===== config.mk =====
export PLATFORM = sky130hd
export DESIGN_NAME = sorted_alarm_timer_queue
export DESIGN_NICKNAME = d
export VERILOG_FILES = /design/src/rtl/satq_pkg.sv /design/src/rtl/satq_ctrl.sv /design/src/rtl/satq_dp.sv /design/src/rtl/sorted_alarm_timer_queue.sv
export SDC_FILE = /design/constraint.sdc
export NUM_CORES = 2
export LEC_CHECK = 0
export ABC_AREA = 1
export BUFFER_PORTS_ARGS = -buffer_cell sky130_fd_sc_hd__buf_2
export CAP_MARGIN = 10
export CORE_ASPECT_RATIO = 0.8
export CORE_MARGIN = 5
export CORE_UTILIZATION = 35
export DETAILED_ROUTE_END_ITERATION = 8
export MAX_ROUTING_LAYER = met4
export PLACE_DENSITY_LB_ADDON = 0.15
export SETUP_SLACK_MARGIN = 0.1
export SLEW_MARGIN = 20
export SYNTH_ARGS = -nofsm -noshare
export SYNTH_HDL_FRONTEND = slang
export SYNTH_SLANG_ARGS = --single-unit

===== constraint.sdc =====
create_clock -name clk -period 10.5 [get_ports clk]
set_clock_uncertainty 0.15 [all_clocks]
set_input_delay 0.525 -clock clk [delete_from_list [all_inputs] [get_ports clk]]
set_output_delay 0.525 -clock clk [all_outputs]
set_load 0.005 [all_outputs]

===== src/rtl/satq_pkg.sv =====
package satq_pkg;

	localparam int TIME_W = 63;
	localparam int TICK_W = 32;
	localparam int FUNC_W = 2;
	localparam int ID_W   = 4;
	localparam int IDX_EXT_W = 7;
	localparam int DIV_CNT_W = 6;
	localparam logic [TIME_W-1:0] TIME_MAX = {TIME_W{1'b1}};
	localparam logic [DIV_CNT_W-1:0] DIV_LAST_BIT = DIV_CNT_W'(TIME_W - 1);

	localparam logic [FUNC_W-1:0] FN_ONESHOT  = 2'd0;
	localparam logic [FUNC_W-1:0] FN_PERIODIC = 2'd1;
	localparam logic [FUNC_W-1:0] FN_CANCEL   = 2'd2;
	localparam logic [FUNC_W-1:0] FN_TICK     = 2'd3;

	typedef enum logic [2:0] {
		ST_IDLE,
		ST_DECODE,
		ST_FIND,
		ST_SHIFT,
		ST_CALC,
		ST_DIV,
		ST_FIX,
		ST_INS
	} state_t;

	typedef struct packed {
		logic ld_in;
		logic ptr_clr;
		logic ptr_inc;
		logic shift_dn;
		logic unlink_end;
		logic tick_pick;
		logic calc;
		logic div_step;
		logic div_fix;
		logic ins_shift;
		logic ins_put;
		logic ld_out;
	} cmd_t;

	typedef struct packed {
		logic [FUNC_W-1:0] func;
		logic id_ok;
		logic slot_armed;
		logic cnt_zero;
		logic cnt_full;
		logic find_end;
		logic find_hit;
		logic shift_end;
		logic tick_due;
		logic per_nz;
		logic need_div;
		logic div_last;
		logic ins_stop;
		logic out_busy;
	} status_t;

endpackage


===== src/rtl/satq_ctrl.sv =====
module satq_ctrl (
	input  logic                clk,
	input  logic                arst_n,
	input  logic                in_valid,
	output logic                in_ready,
	input  satq_pkg::status_t   sts,
	output satq_pkg::cmd_t      cmd
);

	satq_pkg::state_t state_q, state_d, post_unlink;
	logic             done_req;

	// state register
	always_ff @(posedge clk or negedge arst_n) begin
		if (!arst_n) begin
			state_q <= satq_pkg::ST_IDLE;
		end else begin
			state_q <= state_d;
		end
	end

	// where to go once a slot has left the list (ST_IDLE marks completion)
	always_comb begin
		post_unlink = satq_pkg::ST_IDLE;
		if (sts.func == satq_pkg::FN_ONESHOT || sts.func == satq_pkg::FN_PERIODIC) begin
			post_unlink = satq_pkg::ST_CALC;
		end else if (sts.func == satq_pkg::FN_TICK) begin
			post_unlink = satq_pkg::ST_CALC;
		end
	end

	// next state and commands
	always_comb begin
		state_d  = state_q;
		cmd      = '0;
		in_ready = 1'b0;
		done_req = 1'b0;
		case (state_q)
			satq_pkg::ST_IDLE: begin
				in_ready   = 1'b1;
				cmd.ld_in  = in_valid;
				if (in_valid) begin
					state_d = satq_pkg::ST_DECODE;
				end
			end
			satq_pkg::ST_DECODE: begin
				if (sts.func == satq_pkg::FN_TICK) begin
					if (!sts.cnt_zero && sts.tick_due) begin
						cmd.tick_pick = 1'b1;
						cmd.ptr_clr   = 1'b1;
						state_d       = satq_pkg::ST_SHIFT;
					end else begin
						done_req = 1'b1;
					end
				end else if (!sts.id_ok) begin
					done_req = 1'b1;
				end else if (sts.slot_armed) begin
					cmd.ptr_clr = 1'b1;
					state_d     = satq_pkg::ST_FIND;
				end else if (sts.func == satq_pkg::FN_CANCEL) begin
					done_req = 1'b1;
				end else begin
					state_d = satq_pkg::ST_CALC;
				end
			end
			satq_pkg::ST_FIND: begin
				if (sts.find_end) begin
					cmd.unlink_end = 1'b1;
					if (post_unlink == satq_pkg::ST_IDLE) begin
						done_req = 1'b1;
					end else begin
						state_d = post_unlink;
					end
				end else if (sts.find_hit) begin
					state_d = satq_pkg::ST_SHIFT;
				end else begin
					cmd.ptr_inc = 1'b1;
				end
			end
			satq_pkg::ST_SHIFT: begin
				cmd.shift_dn = 1'b1;
				if (sts.shift_end) begin
					cmd.unlink_end = 1'b1;
					if (post_unlink == satq_pkg::ST_IDLE) begin
						done_req = 1'b1;
					end else begin
						state_d = post_unlink;
					end
				end
			end
			satq_pkg::ST_CALC: begin
				// an expired one-shot alarm is not linked again, and none is linked into a full list
				if (sts.cnt_full || (sts.func == satq_pkg::FN_TICK && !sts.per_nz)) begin
					done_req = 1'b1;
				end else begin
					cmd.calc = 1'b1;
					state_d  = sts.need_div ? satq_pkg::ST_DIV : satq_pkg::ST_INS;
				end
			end
			satq_pkg::ST_DIV: begin
				cmd.div_step = 1'b1;
				if (sts.div_last) begin
					state_d = satq_pkg::ST_FIX;
				end
			end
			satq_pkg::ST_FIX: begin
				cmd.div_fix = 1'b1;
				state_d     = satq_pkg::ST_INS;
			end
			satq_pkg::ST_INS: begin
				if (sts.ins_stop) begin
					cmd.ins_put = 1'b1;
					done_req    = 1'b1;
				end else begin
					cmd.ins_shift = 1'b1;
				end
			end
			default: begin
				state_d = satq_pkg::ST_IDLE;
			end
		endcase
		// finish: hand the result to the output register once it is free
		if (done_req) begin
			if (!sts.out_busy) begin
				cmd.ld_out = 1'b1;
				state_d    = satq_pkg::ST_IDLE;
			end else begin
				cmd.ins_put   = 1'b0;
				cmd.unlink_end = 1'b0;
				cmd.shift_dn  = 1'b0;
				cmd.tick_pick = 1'b0;
				cmd.ptr_clr   = 1'b0;
			end
		end
	end

endmodule


===== src/rtl/satq_dp.sv =====
module satq_dp #(
	parameter int ALARM_SLOTS = 16
) (
	input  logic                              clk,
	input  logic                              arst_n,
	input  satq_pkg::cmd_t                    cmd,
	output satq_pkg::status_t                 sts,
	input  logic [satq_pkg::FUNC_W-1:0]       func,
	input  logic [satq_pkg::ID_W-1:0]         alarm_id,
	input  logic [satq_pkg::TIME_W-1:0]       now_time,
	input  logic [satq_pkg::TICK_W-1:0]       delay_ticks,
	input  logic [satq_pkg::TIME_W-1:0]       start_time,
	input  logic [satq_pkg::TICK_W-1:0]       period_ticks,
	input  logic                              out_ready,
	output logic                              out_valid,
	output logic                              expired_valid,
	output logic [satq_pkg::ID_W-1:0]         expired_id,
	output logic                              timer_armed,
	output logic [satq_pkg::TIME_W-1:0]       timer_fire_time
);

	localparam int IDX_W = $clog2(ALARM_SLOTS);
	localparam int CNT_W = $clog2(ALARM_SLOTS + 1);
	localparam int TW    = satq_pkg::TIME_W;
	localparam int PW    = satq_pkg::TICK_W;

	// captured item
	logic [satq_pkg::FUNC_W-1:0] func_q;
	logic [satq_pkg::IDX_EXT_W-1:0] id_ext_q;
	logic [TW-1:0]  now_q, start_q;
	logic [PW-1:0]  delay_q, period_q;
	logic [IDX_W-1:0] slot_q;

	// slot state
	logic [ALARM_SLOTS-1:0] armed_q;
	logic [PW-1:0] per_mem [ALARM_SLOTS];
	logic [TW-1:0] st_mem [ALARM_SLOTS];
	logic [PW-1:0] per_rd_q;
	logic [TW-1:0] st_rd_q;

	// ordered list
	logic [IDX_W-1:0] ord_id_q [ALARM_SLOTS];
	logic [TW-1:0]    ord_fire_q [ALARM_SLOTS];
	logic [CNT_W-1:0] cnt_q, ptr_q, ptr_nx, ptr_pv;
	logic [IDX_W-1:0] pi, pn, pp;

	// fire time work registers
	logic [TW-1:0]  fire_q, dvd_q;
	logic [PW-1:0]  rem_q, per_cur_q;
	logic [satq_pkg::DIV_CNT_W-1:0] bit_q;
	logic           exp_q;

	// output register
	logic           ov_q, oexp_q, oarm_q;
	logic [satq_pkg::ID_W-1:0] oid_q;
	logic [TW-1:0]  ofire_q;

	logic [satq_pkg::IDX_EXT_W-1:0] id_ext, slot_ext;
	logic [IDX_W-1:0] in_slot;
	logic           oneshot;
	logic [PW-1:0]  src_per;
	logic [TW-1:0]  src_st;
	logic [TW:0]    os_sum, fix_sum;
	logic [PW:0]    trial;

	assign id_ext  = satq_pkg::IDX_EXT_W'(alarm_id);
	assign in_slot = id_ext[IDX_W-1:0];
	assign slot_ext = satq_pkg::IDX_EXT_W'(slot_q);

	assign ptr_nx = ptr_q + CNT_W'(1);
	assign ptr_pv = ptr_q - CNT_W'(1);
	assign pi = ptr_q[IDX_W-1:0];
	assign pn = ptr_nx[IDX_W-1:0];
	assign pp = ptr_pv[IDX_W-1:0];

	// source of the next fire time
	assign oneshot = (func_q == satq_pkg::FN_ONESHOT);
	assign src_per = (func_q == satq_pkg::FN_TICK) ? per_rd_q : period_q;
	assign src_st  = (func_q == satq_pkg::FN_TICK) ? st_rd_q : start_q;
	assign os_sum  = (TW+1)'(now_q) + (TW+1)'(delay_q);
	// start + (q + 1) * period equals now - rem + period
	assign fix_sum = (TW+1)'(now_q) - (TW+1)'(rem_q) + (TW+1)'(per_cur_q);
	assign trial   = {rem_q, dvd_q[TW-1]};

	// status towards the controller
	always_comb begin
		sts            = '0;
		sts.func       = func_q;
		sts.id_ok      = id_ext_q < satq_pkg::IDX_EXT_W'(ALARM_SLOTS);
		sts.slot_armed = armed_q[slot_q];
		sts.cnt_zero   = (cnt_q == '0);
		sts.cnt_full   = (cnt_q == CNT_W'(ALARM_SLOTS));
		sts.find_end   = (ptr_q == cnt_q);
		sts.find_hit   = (ord_id_q[pi] == slot_q);
		sts.shift_end  = (ptr_nx >= cnt_q);
		sts.tick_due   = (now_q >= ord_fire_q[0]);
		sts.per_nz     = (per_rd_q != '0);
		sts.need_div   = !oneshot && (src_per != '0) && (src_st < now_q);
		sts.div_last   = (bit_q == '0);
		sts.ins_stop   = (ptr_q == '0) || !(ord_fire_q[pp] > fire_q);
		sts.out_busy   = ov_q && !out_ready;
	end

	// input capture and fire time arithmetic
	always_ff @(posedge clk) begin
		if (cmd.ld_in) begin
			func_q   <= func;
			id_ext_q <= id_ext;
			slot_q   <= in_slot;
			now_q    <= now_time;
			delay_q  <= delay_ticks;
			start_q  <= start_time;
			period_q <= period_ticks;
		end
		if (cmd.tick_pick) begin
			slot_q <= ord_id_q[0];
		end
		if (cmd.calc) begin
			per_cur_q <= src_per;
			dvd_q     <= now_q - src_st;
			rem_q     <= '0;
			bit_q     <= satq_pkg::DIV_LAST_BIT;
			if (oneshot) begin
				fire_q <= os_sum[TW] ? satq_pkg::TIME_MAX : os_sum[TW-1:0];
			end else begin
				fire_q <= src_st;
			end
		end
		// restoring division, one quotient bit a cycle, remainder kept
		if (cmd.div_step) begin
			rem_q <= (trial >= (PW+1)'(per_cur_q)) ?
				PW'(trial - (PW+1)'(per_cur_q)) : trial[PW-1:0];
			dvd_q <= {dvd_q[TW-2:0], 1'b0};
			bit_q <= bit_q - satq_pkg::DIV_CNT_W'(1);
		end
		if (cmd.div_fix) begin
			fire_q <= fix_sum[TW] ? satq_pkg::TIME_MAX : fix_sum[TW-1:0];
		end
	end

	// per-slot period and start memories
	always_ff @(posedge clk) begin
		if (cmd.calc && func_q != satq_pkg::FN_TICK) begin
			per_mem[slot_q] <= oneshot ? '0 : period_q;
			st_mem[slot_q]  <= start_q;
		end
		per_rd_q <= per_mem[slot_q];
		st_rd_q  <= st_mem[slot_q];
	end

	// ordered list entries
	always_ff @(posedge clk) begin
		if (cmd.shift_dn && ptr_nx < cnt_q) begin
			ord_id_q[pi]   <= ord_id_q[pn];
			ord_fire_q[pi] <= ord_fire_q[pn];
		end
		if (cmd.ins_shift) begin
			ord_id_q[pi]   <= ord_id_q[pp];
			ord_fire_q[pi] <= ord_fire_q[pp];
		end
		if (cmd.ins_put) begin
			ord_id_q[pi]   <= slot_q;
			ord_fire_q[pi] <= fire_q;
		end
	end

	// list control: count, pointer, armed bits, expiry flag
	always_ff @(posedge clk or negedge arst_n) begin
		if (!arst_n) begin
			cnt_q   <= '0;
			ptr_q   <= '0;
			armed_q <= '0;
			exp_q   <= 1'b0;
		end else begin
			if (cmd.ld_in) begin
				exp_q <= 1'b0;
			end
			if (cmd.tick_pick) begin
				exp_q <= 1'b1;
			end
			if (cmd.ptr_clr) begin
				ptr_q <= '0;
			end
			if (cmd.ptr_inc || (cmd.shift_dn && !cmd.unlink_end)) begin
				ptr_q <= ptr_nx;
			end
			if (cmd.unlink_end) begin
				armed_q[slot_q] <= 1'b0;
				if (cmd.shift_dn) begin
					cnt_q <= cnt_q - CNT_W'(1);
				end
			end
			if (cmd.calc) begin
				ptr_q <= cmd.shift_dn ? ptr_q : cnt_q;
			end
			if (cmd.div_fix) begin
				ptr_q <= cnt_q;
			end
			if (cmd.ins_shift) begin
				ptr_q <= ptr_pv;
			end
			if (cmd.ins_put) begin
				cnt_q           <= cnt_q + CNT_W'(1);
				armed_q[slot_q] <= 1'b1;
			end
		end
	end

	// output register
	always_ff @(posedge clk or negedge arst_n) begin
		if (!arst_n) begin
			ov_q <= 1'b0;
		end else if (cmd.ld_out) begin
			ov_q <= 1'b1;
		end else if (out_ready) begin
			ov_q <= 1'b0;
		end
	end

	always_ff @(posedge clk) begin
		if (cmd.ld_out) begin
			oexp_q <= exp_q;
			oid_q  <= exp_q ? slot_ext[satq_pkg::ID_W-1:0] : '0;
			// list after this beat; pending insert counted in
			if (cmd.ins_put) begin
				oarm_q  <= 1'b1;
				ofire_q <= (ptr_q == '0) ? fire_q : ord_fire_q[0];
			end else begin
				oarm_q  <= (cnt_q != '0) && !(cmd.unlink_end && cmd.shift_dn
					&& cnt_q == CNT_W'(1));
				ofire_q <= ((cnt_q == '0) || (cmd.unlink_end && cmd.shift_dn
					&& cnt_q == CNT_W'(1))) ? '0 :
					((cmd.unlink_end && cmd.shift_dn && ptr_q == '0) ?
					ord_fire_q[pn] : ord_fire_q[0]);
			end
		end
	end

	assign out_valid       = ov_q;
	assign expired_valid   = oexp_q;
	assign expired_id      = oid_q;
	assign timer_armed     = oarm_q;
	assign timer_fire_time = ofire_q;

endmodule


===== src/rtl/sorted_alarm_timer_queue.sv =====
// Sorted alarm timer queue.
// Input channel (in_valid/in_ready) takes one command beat: set one-shot,
// set periodic, cancel, or tick check, with its slot, times and period.
// Output channel (out_valid/out_ready) returns exactly one beat per command:
// the slot that expired on a tick, and the earliest pending fire time.
// Commands are handled one at a time. A command that neither unlinks nor
// links a slot is decoded after it is accepted, and its result beat is
// loaded into the output register from the decode step. Unlinking a slot
// finds it in the list (a tick takes the head), then shifts later entries
// down; linking computes the fire time, then moves entries up one at a time
// until the new slot sits in fire-time order. A periodic fire time that
// needs the period multiple also runs the bit-serial remainder unit.
// The finished beat sits in an output register, so the next command is taken
// while it waits; a command that would complete while that register is still
// full holds in its last step until out_ready frees it.
// Reset (arst_n low) empties the list and clears every armed bit; the slot
// memories need no clearing, as only armed slots are read.
module sorted_alarm_timer_queue #(
	parameter int ALARM_SLOTS = 16
) (
	input  logic                         clk,
	input  logic                         arst_n,
	input  logic                         in_valid,
	output logic                         in_ready,
	input  logic [satq_pkg::FUNC_W-1:0]  func,
	input  logic [satq_pkg::ID_W-1:0]    alarm_id,
	input  logic [satq_pkg::TIME_W-1:0]  now_time,
	input  logic [satq_pkg::TICK_W-1:0]  delay_ticks,
	input  logic [satq_pkg::TIME_W-1:0]  start_time,
	input  logic [satq_pkg::TICK_W-1:0]  period_ticks,
	output logic                         out_valid,
	input  logic                         out_ready,
	output logic                         expired_valid,
	output logic [satq_pkg::ID_W-1:0]    expired_id,
	output logic                         timer_armed,
	output logic [satq_pkg::TIME_W-1:0]  timer_fire_time
);

	satq_pkg::cmd_t    cmd;
	satq_pkg::status_t sts;

	satq_ctrl u_ctrl (
		.clk      (clk),
		.arst_n   (arst_n),
		.in_valid (in_valid),
		.in_ready (in_ready),
		.sts      (sts),
		.cmd      (cmd)
	);

	satq_dp #(
		.ALARM_SLOTS (ALARM_SLOTS)
	) u_dp (
		.clk             (clk),
		.arst_n          (arst_n),
		.cmd             (cmd),
		.sts             (sts),
		.func            (func),
		.alarm_id        (alarm_id),
		.now_time        (now_time),
		.delay_ticks     (delay_ticks),
		.start_time      (start_time),
		.period_ticks    (period_ticks),
		.out_ready       (out_ready),
		.out_valid       (out_valid),
		.expired_valid   (expired_valid),
		.expired_id      (expired_id),
		.timer_armed     (timer_armed),
		.timer_fire_time (timer_fire_time)
	);

endmodule


Word-level counts from Yosys, hierarchy flattened. Memories as Yosys holds them, arrays and structs flattened. A register that Yosys moved wholly into a read port is not among the register bits. Cells that the tools add are included.

Equality and inequality tests: 16. Add/sub/neg operators: 10. Muxes and demuxes: 110. Reductions and logical operators: 43. Bitwise logic cells: 7. Shift operators: 0. Divide/modulo/power cells: 0. Multiply operators: 0. Order comparisons: 9.

Operators with widths (number): $mux 63 (14); $mux 32 (5); $add 63x32->64 (1); $add 64x32->64 (1); $reduce_bool 32->1 (2); $sub 63x32->64 (1); $ge 63x63->1 (1); $gt 63x63->1 (1); $lt 63x63->1 (1); $sub 63x63->63 (1); $mux 3 (18); $mux 1 (48); $mux 5 (9); $ge 33x32->1 (1); $mux 16 (2); $sub 32x32->32 (1); $pmux 3 s7 (1); $and 16x16->16 (1); $mux 4 (4); $not 16->16 (1); $or 16x16->16 (1); $logic_and 1x1->1 (13); $eq 3x3->1 const B (4); $mux 6 (2); 32 further kinds (61).

Bits in read-only memories: 0. Input port bits: 200. Bits in writable memories: 2592. Memories kept: 4. Register bits: 496. Latch bits: 0. Output and inout bits: 71. Logic and storage cells: 222.

Memories: u_dp.ord_fire_q (words 16, bits a word 63, read ports 3, clocked after Yosys merged registers in 0, wr ports 1, RTL line satq_dp.sv:43) `logic [TW-1:0] ord_fire_q [ALARM_SLOTS];`; u_dp.st_mem (words 16, bits a word 63, read ports 1, clocked after Yosys merged registers in 1, wr ports 1, RTL line satq_dp.sv:37) `logic [TW-1:0] st_mem [ALARM_SLOTS];`; u_dp.per_mem (words 16, bits a word 32, read ports 1, clocked after Yosys merged registers in 1, wr ports 1, RTL line satq_dp.sv:36) `logic [PW-1:0] per_mem [ALARM_SLOTS];`; u_dp.ord_id_q (words 16, bits a word 4, read ports 4, clocked after Yosys merged registers in 0, wr ports 1, RTL line satq_dp.sv:42) `logic [IDX_W-1:0] ord_id_q [ALARM_SLOTS];`.

Logic depth before layout (Yosys ltp).
Word-level depth: 15. Gate-level depth with buffers: 39. Depth with buffers taken out: 31.

Modules after synthesis. Synthesis repeated with hierarchy kept, for this count alone.

Cell total of the unflattened synthesis: 14005. Area total of the unflattened synthesis: 150297.9 um^2.

Modules (own cells, without submodules): satq_dp (cells an instance 13906, area an instance 149752.4 um^2, seq. area each 94270.4 um^2, instances 1); satq_ctrl (cells an instance 99, area an instance 545.5 um^2, seq. area each 75.1 um^2, instances 1).

Worst setup path after synthesis. OpenSTA, ideal clock, no wires.

Path type: register to register. Start point: reg u_dp.ptr_q[0]. End point: mem u_dp.ord_fire_q[3][0] in the netlist's numbering, enable pin. Required time: 9775 ps. Arrival: 9411 ps. Stages on the path, launching flop included: 32. Path slack: 364 ps. Library setup time: 575 ps. Clock period less this slack: 10136 ps. Path buffers: 10. Cell sequence: dfrtp_1 -> buf_2 -> inv_1 -> buf_2 -> buf_2 -> buf_2 -> buf_2 -> ha_1 -> buf_2 -> inv_1 -> clkbuf_1 -> clkbuf_1 -> clkbuf_1 -> a21oi_1 -> o21ai_0 -> nand2_1 -> o21ai_0 -> inv_1 -> ha_1 -> nand3_1 -> nor2_1 -> nand4_1 -> nor3_1 -> nand2_1 -> nand2_1 -> nand2_1 -> nor3_2 -> clkbuf_1 -> nor2_1 -> nand2_1 -> inv_2 -> nor3_1.

Word-level cells in the longest chain between the ends: 13. Elaborated cells on any way between the ends: 28. Classes of those cells: 2 x add/sub; 3 x order compare; 1 x eq/ne; 15 x mux; 2 x bitwise; 4 x reduce/logical; 1 x memory.

Ends and longest elaborated chain: start, declared (RTL line satq_dp.sv:44) `logic [CNT_W-1:0] cnt_q, ptr_q, ptr_nx, ptr_pv;`; start signal, assigned (RTL line satq_dp.sv:185) `ptr_q <= ptr_nx;`; start signal, assigned (RTL line satq_dp.sv:194) `ptr_q <= cmd.shift_dn ? ptr_q : cnt_q;`; start signal, assigned (RTL line satq_dp.sv:197) `ptr_q <= cnt_q;`; $sub 5x1->5 (RTL line satq_dp.sv:71) `assign ptr_pv = ptr_q - CNT_W'(1);`; $mem_v2 16x63; $gt 63x63->1 (RTL line satq_dp.sv:100) `sts.ins_stop = (ptr_q == '0) || !(ord_fire_q[pp] > fire_q);`; $logic_not 1->1 (RTL line satq_dp.sv:100); $logic_or 1x1->1 (RTL line satq_dp.sv:100); $mux 1 (RTL line satq_ctrl.sv:111) `if (sts.ins_stop) begin`; $pmux 1 s5 (RTL line satq_ctrl.sv:38) `case (state_q)`; $mux 3 (RTL line satq_ctrl.sv:123) `if (done_req) begin`; $logic_and 1x1->1 (RTL line satq_dp.sv:153) `if (cmd.shift_dn && ptr_nx < cnt_q) begin`; $mux 1 (RTL line satq_dp.sv:153); $mux 1 (implied by the code) (RTL line satq_dp.sv:155) `ord_fire_q[pi] <= ord_fire_q[pn];`; $or 1x1->1 (no source line) (2 in a row); end, declared (RTL line satq_dp.sv:43).

Several ways; a longest one is shown, not always the timed one.

Final worst setup path.
Start point: reg u_dp.ptr_q[0]. End point: mem u_dp.ord_fire_q[1][46] in the netlist's numbering, enable pin.

The elaborated chain is that of the path after synthesis.

==> run_results.csv <==
group,metric,value,unit
run_status,status,"finished clean",
floorplan,die_x,736,um
worst_setup_path,reg2reg_from,"u_dp.ptr_q[0]$_DFFE_PN0P_",
yosys,syn_nets,14035,
clock_network,clk_latency,990,ps
clock_network,clkTransAtPathRegs,60,ps
worst_setup_path,worstPathRequired,10950,ps
layout,area_growth,14.9,%
floorplan,coreArea,421000,sq um
grt,grt_usage,24.6,%
pwr,clock_power_share,21.3,%
clock_network,htree_levels,5,
placed_design,dp_hpwl,340000,um
layout,seqCellArea,94300,sq um
placed_design,place_congestion,0.928,
worst_setup_path,rr_endpoint,"u_dp.ord_fire_q[1][46]$_DFFE_PP_",
timing,final-setup-viol-count,0,
grt,grt_pass1_vias,99786,
worst_setup_path,slowest_stage,"dfrtp_4",
floorplan,die-area,435000,sq um
clock_network,clockBufferDepth,4,
floorplan,io_pins,271,
drt,vias_per_cell,5.46,
worst_setup_path,cpPeakStageDelay,790,ps
timing,relSlewSlack,15.0,%
drt,drtPass1Iterations,6,
clock_network,cts.sinks,3179,
pwr,pwr-share-comb,44.4,%
yosys,synth.top_cell.area_share,62.1,%
yosys,synth_area_leaders,"edfxtp_1 (62%), nand2_1 (9.1%), a22oi_1 (3.9%)",
worst_setup_path,r2r_setup_slack,1690,ps
yosys,synth-edff-count,3052,
timing,fin_crit_sh,83.9,%
grt,antenna_found_initial,22,
drt,ant_nets,0,
layout,drive_above_1_share,8.17,%
timing,fin_setup_tns,0,ps
floorplan,placementRows,213,
timing,rsz0062_at_grt,"no",
worst_hold_path,hold_path_class,"in -> async",
yosys,yosys_warnings,0,
timing,maxSlewViolCount,0,
placed_design,port_buffers,270,
grt,grt-ovfl-total,0,
worst_setup_path,crit_top_cell,"nand2_1",
worst_setup_path,cp.arrival,9260,ps
pwr,p_sw_share,43.9,%
drt,wl_per_cell,27.3,um
layout,finalCoreUtilization,40.3,%
yosys,synth_async_sr_flop_share,0.975,%
worst_setup_path,crit_chain,"inv_8 > ha_4 > inv_8 > buf_12 > o21ai_0 > nand2_1 > inv_1 > o21ai_0 > inv_1 > ha_1 > nand2_1 > nor4_1 > nand4_1 > nor2_1 > nor2_1 > nand2_1 > nand3_1 > inv_8 > nor2_1 > nand2_1 > nand2_1 > nor2_4 > buf_12",
worst_setup_path,endpoint_kind,"flop",
clock_network,cts-root-buf,"clkbuf_16",
pwr,p_leak,63.6,nW
clock_network,cts_tree,"done",
timing,fmax,113,MHz
timing,min_period,8810,ps
worst_setup_path,worstSetupPathType,"reg -> reg",
drt,dr_total_vias,107616,
clock_network,postCtsResizedCells,0,
worst_setup_path,reg2regPathDepth,23,
layout,final_nets,14404,
yosys,synthCells,13438,
yosys,ys_types,64,
yosys,post-synth-top-count-cell,"nand2_1",
drt,first_iter_violations,12084,
grt,grt_pass1_wl,758000,um
yosys,synth_top_area_cell,"edfxtp_1",
yosys,syn_avg_cell_area,11.0,sq um
drt,drc_errors,0,
layout,fillers,40509,
yosys,synth-seq-cells,3179,
floorplan,dieHeight,591,um
pwr,switching_power,0.0255,W
pwr,power-per-cell-area,343,nW/um^2
drt,routed_wl,538000,um
worst_setup_path,startpoint_type,"flop",
grt,grt_max_degree,155,
pwr,internal_power,0.0326,W
yosys,netlist_area,148000,sq um
yosys,synth_ff_type,"edfxtp_1",
layout,multiInputGateArea,47100,sq um
pwr,peakVddDrop,0.380,mV
run,drv_cap,0,
yosys,ys_seq_area_share,63.9,%
yosys,synth_commonest_cells,"nand2_1 (3577), edfxtp_1 (3052), inv_1 (991)",
clock_network,cts_made_buffers,345,
worst_setup_path,crit_start,"u_dp.ptr_q[0]$_DFFE_PN0P_",
timing,tightest_slew,1260,ps
floorplan,start_util,35.1,%
timing,hold_viol,0,
pwr,seq_power_share,34.3,%
worst_setup_path,crit_fanout,154,
cells by family after synthesis:
kind of cell	after synthesis	synth area share (%)
compound gates	3234	14.0
xor+xnor	153	0.908
fa+ha+maj	397	3.54
buf+inv	1707	4.49
flops	3179	63.9
mux	101	0.685
simple gates	4667	12.5
worst max path at each step:
| stage | endpoint | slack, ps | depth (start not counted) |
|---|---|---|---|
| after floorplan | u_dp.ord_fire_q[3][0]$_DFFE_PP_ | 360 | 31 |
| after global placement | u_dp.ord_fire_q[8][50]$_DFFE_PP_ | 2010 | 23 |
| after detailed placement | u_dp.ord_fire_q[8][47]$_DFFE_PP_ | 1930 | 24 |
| after CTS | u_dp.ord_fire_q[1][46]$_DFFE_PP_ | 1890 | 24 |
| after global routing | u_dp.ord_fire_q[1][46]$_DFFE_PP_ | 1430 | 23 |
| final | u_dp.ord_fire_q[1][46]$_DFFE_PP_ | 1690 | 23 |
metrics by stage:
stage,instance area (sq um),std cells,hold WS [ps],setup WS [ps],total power [W]
finish,170000,19701,62.8,1690,0.0582
CTS,170000,19684,0.416,1890,0.0579
global placement,156000,18846,342,2010,0.0454
global route,170000,19697,42.6,1430,0.0612
detailed placement,156000,18846,349,1930,0.0453
floorplan,148000,13438,79.4,364,0.0346
critical path: cells and delay by family, from the launching register on:
family | cells | cell delay, ps
fa+ha+maj | 2 | 780
buf+inv | 7 | 2250
compound gates | 2 | 750
flops | 1 | 790
simple gates | 12 | 3320
layout make-up:
cell class	count	share of cell area [%]
inverter	1004	2.25
antenna	16	0.0236
clock buffer	452	5.52
multi-input combinational	8552	27.8
sequential	3179	55.6
clock inverter	183	1.19
timing repair buffer	725	3.50
tap	5590	4.12
placed cells by master, fill, tap and decap left out, drive strengths merged, types with 35 or more instances in the layout:
cell,Yosys,final
buf,185,522
xor2,103,103
ha,362,362
fa,35,35
nand2,3581,3581
clkinv,2,130
a31oi,69,69
dlygate4sd3,0,203
nor3,51,51
a32o,130,130
a21boi,201,201
nor2,583,583
clkbuf,518,452
inv,1002,1015
a21oi,768,768
dfxtp,96,96
a22oi,770,770
edfxtp,3052,3052
o21ai,951,951
o211ai,106,106
a2111o,95,95
xnor2,50,50
nand4,114,114
mux2i,101,101
nand3,280,280
registers in the layout, indices dropped and copies added, names as in the netlist, 6 cells and up:
name	cells
u_dp.armed_q	16
u_dp.bit_q	6
u_dp.delay_q	32
u_dp.dvd_q	63
u_dp.fire_q	63
u_dp.now_q	63
u_dp.ord_fire_q	1008
u_dp.ord_id_q	64
u_dp.per_cur_q	32
u_dp.per_mem	512
u_dp.per_rd_q	32
u_dp.period_q	32
u_dp.rem_q	32
u_dp.st_mem	1008
u_dp.st_rd_q	63
u_dp.start_q	63
u_dp.timer_fire_time	63
repair_timing:
item                                   4_1_cts  5_1_grt
setup buffers                                0        0
endpoints found under the hold margin      229        0
hold buffers                               203        0
routing by layer:
metal  global-route usage (%)  vias up  part of all wire [%]
met2                     35.4     4111                    43
li1                         -    48909                     -
met1                     36.0    53972                    46
met4                     6.46        0                   2.8
met3                     3.88      624                   7.6
met5                        -        -                     0
power by group through the flow:
| stage | clock network [W] | logic [W] | registers (W) |
|---|---|---|---|
| after global routing | 0.0132 | 0.0280 | 0.0200 |
| final | 0.0124 | 0.0258 | 0.0199 |
| after detailed placement | 0 | 0.0252 | 0.0202 |
| after global placement | 0 | 0.0252 | 0.0202 |
| after floorplan | 0 | 0.0151 | 0.0195 |
| after CTS | 0.0126 | 0.0253 | 0.0199 |
(Power assumes the default switching activity.)
